==> src/cfe_pkg.sv <==
// Shared types and constants of the condition flag evaluator.
// Holds the mode codes, flag bit positions and the beat payload structs.
// No dependencies.
`timescale 1ns / 1ps

package cfe_pkg;

   typedef enum logic [3:0] {
      MODE_GENERAL = 4'd0,
      MODE_ALU4    = 4'd1,
      MODE_MCP     = 4'd2,
      MODE_MULS    = 4'd3,
      MODE_MULU    = 4'd4,
      MODE_MOVE4   = 4'd5,
      MODE_MOVE2   = 4'd6,
      MODE_SETF    = 4'd7,
      MODE_CLRF    = 4'd8,
      MODE_WRITE   = 4'd9,
      MODE_READ    = 4'd10,
      MODE_LSHIFT  = 4'd11,
      MODE_RSHIFT  = 4'd12
   } mode_type;

   localparam int CcsWidth  = 32;
   localparam int FlagWidth = 9;   // flags C..R, bits 0..8

   localparam int FlagCBit = 0;
   localparam int FlagVBit = 1;
   localparam int FlagZBit = 2;
   localparam int FlagNBit = 3;
   localparam int FlagXBit = 4;
   localparam int FlagRBit = 8;

   localparam logic [CcsWidth-1:0] KeepTopMask = 32'hC000_0000;

   typedef struct packed {
      logic [3:0]          mode;
      logic [31:0]         src_value;
      logic [31:0]         dst_value;
      logic [31:0]         result_value;
      logic [2:0]          operand_size;
      logic                is_sub_or_cmp;
      logic                is_add_with_carry;
      logic [31:0]         flag_mask;
      logic                x_override_valid;
      logic                x_override_value;
      logic [31:0]         write_value;
   } req_payload_type;

   typedef struct packed {
      logic [CcsWidth-1:0] ccs_out;
   } rsp_payload_type;

endpackage

==> src/cfe_if.sv <==
// Valid/ready channel interfaces for the condition flag evaluator.
// Depends on cfe_pkg for the payload structs.
`timescale 1ns / 1ps

interface cfe_req_if;
   import cfe_pkg::*;
   logic            valid;
   logic            ready;
   req_payload_type data;
   modport source (output valid, output data, input ready);
   modport sink   (input valid, input data, output ready);
endinterface

interface cfe_rsp_if;
   import cfe_pkg::*;
   logic            valid;
   logic            ready;
   rsp_payload_type data;
   modport source (output valid, output data, input ready);
   modport sink   (input valid, input data, output ready);
endinterface

==> src/condition_flag_evaluator.sv <==
// Condition flag evaluator: condition code register with per-instruction update.
// Depends on cfe_pkg and the channel interfaces in cfe_if.sv.
//
//   channel  | dir | beat carries
//   req_bus  | in  | mode, operands, size, sub/addc, mask, X override, write bits
//   rsp_bus  | out | ccs_out, the register after the beat's update
//
// Two registers: input register, then flag logic and writeback in one pass
// into the response register. An accepted beat waits in the input register
// until the response register is free; one beat is taken per cycle unless stalled.
// The register is updated as a beat moves into the response register, so
// each beat sees the result of the one before it.
// Synchronous reset clears the register and both valids.
// A stall on rsp_bus holds the response, then the input register; req_bus
// drops ready only while both are full and rsp_bus is stalled.
`timescale 1ns / 1ps

module condition_flag_evaluator (
   input  logic        clock,
   input  logic        reset,
   cfe_req_if.sink     req_bus,
   cfe_rsp_if.source   rsp_bus
);
   import cfe_pkg::*;

   // N/Z/V and C (or R) from the sign bits of the operand width
   function automatic logic [FlagWidth-1:0] sign_rule(
      input logic ss, input logic ds, input logic rs, input logic rz, input logic use_r);
      logic [FlagWidth-1:0] f;
      logic [FlagWidth-1:0] cbit;
      f    = '0;
      cbit = '0;
      if (use_r) begin
         cbit[FlagRBit] = 1'b1;
      end else begin
         cbit[FlagCBit] = 1'b1;
      end
      if (rs) begin
         f[FlagNBit] = 1'b1;
         if (!ss && !ds) begin
            f[FlagVBit] = 1'b1;
         end else if (ss && ds) begin
            f = f | cbit;
         end
      end else begin
         f[FlagZBit] = rz;
         f[FlagVBit] = ss && ds;
         if (ss || ds) begin
            f = f | cbit;
         end
      end
      return f;
   endfunction

   // ---------------- input register ----------------
   logic            s1_valid_ff, s1_valid_in;
   req_payload_type s1_data_ff;
   logic            s1_ready, s1_fire;

   // ---------------- response register ----------------
   logic                rsp_valid_ff, rsp_valid_in;
   logic [CcsWidth-1:0] rsp_ccs_ff;
   logic                rsp_slot_free;

   logic [CcsWidth-1:0] ccs_ff, ccs_in;

   logic                 req_fire;
   logic signed [32:0]   mul_a, mul_b;
   logic signed [63:0]   product;
   logic [FlagWidth-1:0] flags;
   logic                 is_eval;
   logic                 x_now;
   logic [CcsWidth-1:0]  mask_eff;
   logic [CcsWidth-1:0]  flags_wide;

   assign rsp_slot_free = !rsp_valid_ff || rsp_bus.ready;
   assign s1_ready      = !s1_valid_ff || rsp_slot_free;
   assign s1_fire       = s1_valid_ff && rsp_slot_free;
   assign req_fire      = req_bus.valid && s1_ready;

   assign req_bus.ready        = s1_ready;
   assign rsp_bus.valid        = rsp_valid_ff;
   assign rsp_bus.data.ccs_out = rsp_ccs_ff;

   assign s1_valid_in  = req_fire || (s1_valid_ff && !rsp_slot_free);
   assign rsp_valid_in = s1_fire  || (rsp_valid_ff && !rsp_bus.ready);

   // Product: sign-extend for muls, zero-extend for mulu
   always_comb begin
      if (s1_data_ff.mode == MODE_MULS) begin
         mul_a = {s1_data_ff.src_value[31], s1_data_ff.src_value};
         mul_b = {s1_data_ff.dst_value[31], s1_data_ff.dst_value};
      end else begin
         mul_a = {1'b0, s1_data_ff.src_value};
         mul_b = {1'b0, s1_data_ff.dst_value};
      end
      product = mul_a * mul_b;
   end

   // Flag computation, state independent
   always_comb begin
      flags = '0;
      unique case (s1_data_ff.mode)
         MODE_GENERAL: begin
            if (s1_data_ff.operand_size == 3'd1) begin
               flags = sign_rule(s1_data_ff.src_value[7], s1_data_ff.dst_value[7],
                  s1_data_ff.result_value[7], s1_data_ff.result_value[7:0] == 8'h0, 1'b0);
            end else if (s1_data_ff.operand_size == 3'd2) begin
               flags = sign_rule(s1_data_ff.src_value[15], s1_data_ff.dst_value[15],
                  s1_data_ff.result_value[15], s1_data_ff.result_value[15:0] == 16'h0,
                  1'b0);
            end else if (s1_data_ff.operand_size == 3'd4) begin
               flags = sign_rule(s1_data_ff.src_value[31], s1_data_ff.dst_value[31],
                  s1_data_ff.result_value[31], s1_data_ff.result_value == 32'h0, 1'b0);
            end
            flags[FlagCBit] = flags[FlagCBit] ^ s1_data_ff.is_sub_or_cmp;
         end
         MODE_ALU4: begin
            flags = sign_rule(s1_data_ff.src_value[31], s1_data_ff.dst_value[31],
               s1_data_ff.result_value[31], s1_data_ff.result_value == 32'h0, 1'b0);
            flags[FlagCBit] = flags[FlagCBit] ^ s1_data_ff.is_sub_or_cmp;
         end
         MODE_MCP: begin
            flags = sign_rule(s1_data_ff.src_value[31], s1_data_ff.dst_value[31],
               s1_data_ff.result_value[31], s1_data_ff.result_value == 32'h0, 1'b1);
         end
         MODE_MULS, MODE_MULU: begin
            if (product == 64'h0) begin
               flags[FlagZBit] = 1'b1;
            end else begin
               flags[FlagNBit] = product[63];
            end
            if (s1_data_ff.mode == MODE_MULS) begin
               flags[FlagVBit] = product[63:32] != {32{s1_data_ff.result_value[31]}};
            end else begin
               flags[FlagVBit] = product[63:32] != 32'h0;
            end
         end
         MODE_MOVE4: begin
            if (s1_data_ff.result_value[31]) begin
               flags[FlagNBit] = 1'b1;
            end else begin
               flags[FlagZBit] = s1_data_ff.result_value == 32'h0;
            end
         end
         MODE_MOVE2: begin
            if (s1_data_ff.result_value[15]) begin
               flags[FlagNBit] = 1'b1;
            end else begin
               flags[FlagZBit] = s1_data_ff.result_value[15:0] == 16'h0;
            end
         end
         default: begin
            flags = '0;
         end
      endcase
   end

   // Register update from the beat in the input register
   always_comb begin
      is_eval    = s1_data_ff.mode <= MODE_MOVE2;
      x_now      = s1_data_ff.x_override_valid ? s1_data_ff.x_override_value
                                               : ccs_ff[FlagXBit];
      mask_eff   = s1_data_ff.flag_mask;
      // keep Z while extending or adding with carry
      if ((x_now || s1_data_ff.is_add_with_carry) && flags[FlagZBit]) begin
         mask_eff[FlagZBit] = 1'b0;
      end
      flags_wide = {{(CcsWidth-FlagWidth){1'b0}}, flags};
      ccs_in     = ccs_ff;
      if (is_eval) begin
         ccs_in           = (ccs_ff & ~mask_eff) | (flags_wide & mask_eff);
         // drop X on every evaluation
         ccs_in[FlagXBit] = 1'b0;
      end else begin
         unique case (s1_data_ff.mode)
            MODE_SETF:   ccs_in = ccs_ff | s1_data_ff.write_value;
            MODE_CLRF:   ccs_in = ccs_ff & ~s1_data_ff.write_value;
            MODE_WRITE:  ccs_in = s1_data_ff.write_value;
            MODE_LSHIFT: ccs_in = {ccs_ff[31:30], ccs_ff[19:0], 10'b0};
            MODE_RSHIFT: ccs_in = {ccs_ff[31:30], 8'b0, ccs_ff[31:10]};
            default:     ccs_in = ccs_ff;
         endcase
      end
   end

   always_ff @(posedge clock) begin
      if (reset) begin
         s1_valid_ff  <= 1'b0;
         rsp_valid_ff <= 1'b0;
         ccs_ff       <= '0;
      end else begin
         s1_valid_ff  <= s1_valid_in;
         rsp_valid_ff <= rsp_valid_in;
         if (s1_fire) begin
            ccs_ff <= ccs_in;
         end
      end
   end

   always_ff @(posedge clock) begin
      if (req_fire) begin
         s1_data_ff <= req_bus.data;
      end
      if (s1_fire) begin
         rsp_ccs_ff <= ccs_in;
      end
   end

   // The register moves only when a beat leaves the input register
   a_ccs_hold: assert property (@(posedge clock) disable iff (reset)
      !s1_fire |=> $stable(ccs_ff))
      else $error("ccs changed without a beat");

   // The response always shows the register as just updated
   a_rsp_matches: assert property (@(posedge clock) disable iff (reset)
      s1_fire |=> (rsp_bus.data.ccs_out == ccs_ff) && rsp_bus.valid)
      else $error("response does not match ccs");

   // Evaluation modes always clear X
   a_x_cleared: assert property (@(posedge clock) disable iff (reset)
      s1_fire && (s1_data_ff.mode <= MODE_MOVE2) |=> !ccs_ff[FlagXBit])
      else $error("X survived a flag evaluation");

   // Shifts keep the top two bits
   a_shift_top: assert property (@(posedge clock) disable iff (reset)
      s1_fire && ((s1_data_ff.mode == MODE_LSHIFT) || (s1_data_ff.mode == MODE_RSHIFT))
      |=> ccs_ff[31:30] == $past(ccs_ff[31:30]))
      else $error("shift disturbed top bits");

   // A stalled input register keeps its beat
   a_s1_hold: assert property (@(posedge clock) disable iff (reset)
      s1_valid_ff && !rsp_slot_free |=> s1_valid_ff && $stable(s1_data_ff))
      else $error("input beat lost under stall");

   // A stalled response keeps its beat
   a_rsp_hold: assert property (@(posedge clock) disable iff (reset)
      rsp_bus.valid && !rsp_bus.ready |=> rsp_bus.valid && $stable(rsp_bus.data))
      else $error("response beat lost under stall");

endmodule

==> src/flat_wrapper.sv <==
// flat-port wrapper written by rule: the top's interface ports become plain ports
module condition_flag_evaluator_flat import cfe_pkg::*;
  (clock, reset, req_bus_valid, req_bus_data, req_bus_ready, rsp_bus_valid, rsp_bus_data, rsp_bus_ready);
  cfe_req_if req_bus_i ();
  cfe_rsp_if rsp_bus_i ();
  input  logic clock;
  input  logic reset;
  input wire logic [$bits(req_bus_i.valid)-1:0] req_bus_valid;
  input wire logic [$bits(req_bus_i.data)-1:0] req_bus_data;
  output wire logic [$bits(req_bus_i.ready)-1:0] req_bus_ready;
  output wire logic [$bits(rsp_bus_i.valid)-1:0] rsp_bus_valid;
  output wire logic [$bits(rsp_bus_i.data)-1:0] rsp_bus_data;
  input wire logic [$bits(rsp_bus_i.ready)-1:0] rsp_bus_ready;
  assign req_bus_i.valid = req_bus_valid;
  assign req_bus_i.data = req_bus_data;
  assign req_bus_ready = req_bus_i.ready;
  assign rsp_bus_valid = rsp_bus_i.valid;
  assign rsp_bus_data = rsp_bus_i.data;
  assign rsp_bus_i.ready = rsp_bus_ready;
  condition_flag_evaluator u_core (.clock(clock), .reset(reset), .req_bus(req_bus_i), .rsp_bus(rsp_bus_i));
endmodule
==> config.mk <==
export PLATFORM = sky130hd
export DESIGN_NAME = condition_flag_evaluator_flat
export DESIGN_NICKNAME = d
export VERILOG_FILES = /design/src/cfe_pkg.sv /design/src/cfe_if.sv /design/src/condition_flag_evaluator.sv /design/src/flat_wrapper.sv
export SDC_FILE = /design/constraint.sdc
export NUM_CORES = 2
export LEC_CHECK = 0
export ABC_AREA = 1
export BUFFER_PORTS_ARGS = -buffer_cell sky130_fd_sc_hd__buf_2
export CORE_UTILIZATION = 40
export DETAILED_ROUTE_END_ITERATION = 7
export PLACE_DENSITY = 0.57
export SETUP_SLACK_MARGIN = 0.15
export SLEW_MARGIN = 20
export SYNTH_ARGS = -nofsm -noshare
export SYNTH_HDL_FRONTEND = slang
export SYNTH_SLANG_ARGS = --single-unit
==> constraint.sdc <==
create_clock -name clock -period 11.1 [get_ports clock]
set_clock_uncertainty 0.05 [all_clocks]
set_input_delay 0.555 -clock clock [delete_from_list [all_inputs] [get_ports clock]]
set_output_delay 0.555 -clock clock [all_outputs]
set_load 0.005 [all_outputs]
==> impl_metrics.csv <==
group,metric,value,unit
worst_setup_path,crit_path_top_delay_cell,"fa_1",
place,place_hpwl,118000,um
global_route,grt.overflow.total,0,
worst_setup_path,cp-start-kind,"flip-flop",
timing,fin_ws,0.912,ns
worst_setup_path,criticalPathCategory,"flip-flop to flip-flop",
global_route,grt_pass1_wl,227000,um
finish,multiInputGateArea,0.0359,sq mm
synth,synth_top_area_share,44.7,%
cts,numCtsBuffers,28,
worst_setup_path,crit_arrival,10.53,ns
min_path,holdCritPathClass,"primary input to flip-flop",
finish,fin_cells,7833,
timing,slew_violations,0,
worst_setup_path,crit_buf_inv,11,
timing,timing.fmax,0.0982,GHz
timing,fin_crit,10.19,ns
detailed_routing,drt_iter0_drc,2456,
finish,drive_above_1_share,6.77,%
synth,async_flop_share,0,%
synth,yosysWarningCount,0,
place,io_buffers,207,
cts,worst_skew_pair.late_latency,0.64,ns
floorplanning,start_util,40.5,%
finish,fin_nets,7683,
cts,htreeDepth,1,
synth,yosys-top-cells-area,"fa_1, inv_1, nand2_1, edfxtp_1, ha_1",
finish,syn2layout_area_growth,7.47,%
synth,syn_area_per_cell,8.26,sq um
floorplanning,die_y,357,um
cts,clockBufferDepth,3,
finish,seq_area,0.00675,sq mm
place,gp_congestion,0.929,
timing,finalHoldViolations,0,
run,max_cap_viol_count,0,
timing,worstMarginPinSlew,1.07,ns
worst_setup_path,crit_required,11.44,ns
floorplanning,core,0.124,sq mm
cts,clock-root-buffer,"clkbuf_16",
synth,ys.flop_type,"edfxtp_1",
timing,rsz0062_at_grt,"no",
finish,fillers,12477,
detailed_routing,wl_per_cell,18.0,um
timing,finalSetupViolations,0,
worst_setup_path,path_delay_family,"adder cells",
worst_setup_path,max_stage_delay,0.89,ns
floorplanning,row_count,129,
place,dp_slack,0.880,ns
synth,synth_area,0.0504,sq mm
detailed_routing,vias_per_cell,4.86,
status,status,"finished, final reports clean",
global_route,grt_max_degree,105,
detailed_routing,drc,0,
global_route,grt_usage,23.0,%
cts,cts_sinks,236,
synth,synth.yosys.seq_area_share,13.4,%
synth,syn-num-nets,7614,
synth,syn_inst,6102,
cts,cts_tree,"yes",
synth,synth_edf_count,202,
timing,setup_tns,0,ns
floorplanning,dieWidth,357,um
worst_setup_path,crit_fanout,21,
synth,ys_types,52,
worst_setup_path,end_kind,"flip-flop",
global_route,first_global_vias,40715,
detailed_routing,ant_nets,0,
worst_setup_path,crit_top_cell,"inv_1",
timing,slew-limit-headroom,28.6,%
global_route,antenna_found_initial,5,
floorplanning,ioPinCount,209,
cts,post_cts_resized,0,
floorplanning,dieArea,0.127,sq mm
detailed_routing,firstDrtPassIters,6,
synth,yosysTopAreaCell,"fa_1",
detailed_routing,drt-total-wl,141000,um
detailed_routing,num_vias,38075,
timing,post-route-period-util,91.8,%
synth,synth-seq-cells,236,
place,dpl.cell_count,7773,
cts,path_clk_slew,0.08,ns
==> area by class of cell <==
type	instances	area share, %
diodes	3	0.0139
clock inverters	17	0.298
clock buffers	35	1.36
well taps	1637	3.78
multi-input cells	3807	66.3
repair buffers	302	3.31
inverters	1796	12.5
flip-flops and latches	236	12.5
==> registers in the layout (all words and copies together), names as in the netlist <==
| signal | count |
|---|---|
| u_core.ccs_ff | 32 |
| u_core.mask_eff | 30 |
| u_core.s1_data_ff | 140 |
| u_core.s1_valid_ff | 1 |
| u_core.rsp_bus.valid | 1 |
| u_core.rsp_bus.data | 32 |
==> worst paths after layout <==
| path | startpoint | end | slack [ns] | cells after the start |
|---|---|---|---|---|
| hold / removal | req_bus_data[153] | u_core.s1_data_ff[153] | 0.03 | 1 |
| hold reg to reg | u_core.s1_valid_ff | u_core.rsp_bus.valid | 0.43 | 2 |
| setup / recovery | u_core.s1_data_ff[170] | u_core.rsp_bus.data[1] | 0.91 | 41 |
| setup reg to reg | u_core.s1_data_ff[170] | u_core.rsp_bus.data[1] | 0.91 | 41 |
==> cell usage after synthesis, types with 5 or more instances <==
master    count
a21oi_1     111
a221oi_1      8
a22oi_1      10
buf_1         6
buf_2         8
clkbuf_1    246
dfxtp_1      34
edfxtp_1    202
fa_1       1125
ha_1        212
inv_1      1789
inv_2         5
nand2_1    1679
nand2_2      25
nand3_1     138
nand3_2       5
nand3b_1      6
nand4_1      27
nor2_1      187
nor2_2       16
nor3_1       12
nor4_1       11
o211ai_1      5
o21ai_0      82
o21ai_1      14
o21bai_1      9
o22ai_1      22
o31ai_1      19
or2_2        12
xnor2_1      12
xnor3_1       6
xor2_1       24
==> metrics by stage <==
stage,cell area (sq um),utilization [%],hold slack [ns]
after floorplan,50400,-,0.393
after CTS,54100,43.5,0.00857
after global placement,53200,42.8,0.423
after global routing,54100,43.6,0.00378
after detailed placement,53200,42.8,0.425
final,54100,43.6,0.0344
==> layer usage <==
| layer | vias up | global-route usage [%] | part of all wire (%) |
|---|---|---|---|
| li1 | 17535 | - | - |
| met1 | 19447 | 32.4 | 45 |
| met2 | 961 | 38.4 | 47 |
| met3 | 126 | 2.82 | 5.6 |
| met4 | 6 | 4.25 | 1.7 |
| met5 | - | 0 | 0.031 |
==> layout by cell type, fill, tap and decap left out, types with 7 or more instances in the layout <==
cell and n:
nand2_2 26, a22oi_1 10, o31ai_1 19, a21oi_1 111, edfxtp_1 202, dfxtp_1 34
inv_1 1787, o21bai_1 9, buf_4 88, buf_2 207, nor2_1 187, nand4_1 27
or2_2 12, a221oi_1 8, ha_1 212, o21ai_0 81, nand3_1 137, nand2_1 1678
nor2_2 16, xor2_1 24, fa_1 1125, xnor2_1 12, o22ai_1 22, nor4_1 11
clkbuf_16 28, o21ai_1 14, nor3_1 12, clkinv_1 7
==> cells by family after synthesis <==
| logic type | synth area share [%] |
|---|---|
| flops | 13.4 |
| buf+inv | 15.4 |
| simple gates | 17.0 |
| fa+ha+maj | 50.0 |
| xor+xnor | 0.894 |
| compound gates | 3.38 |
==> what timing repair did <==
action / 4_1_cts / 5_1_grt
hold endpoints to repair: 4 / 0
hold buffers: 4 / 0
buffers inserted: 0 / 0
Power is left out: the tool's default activity adds up to more than one toggle a clock period on the data nets, which glitch-free logic cannot reach.
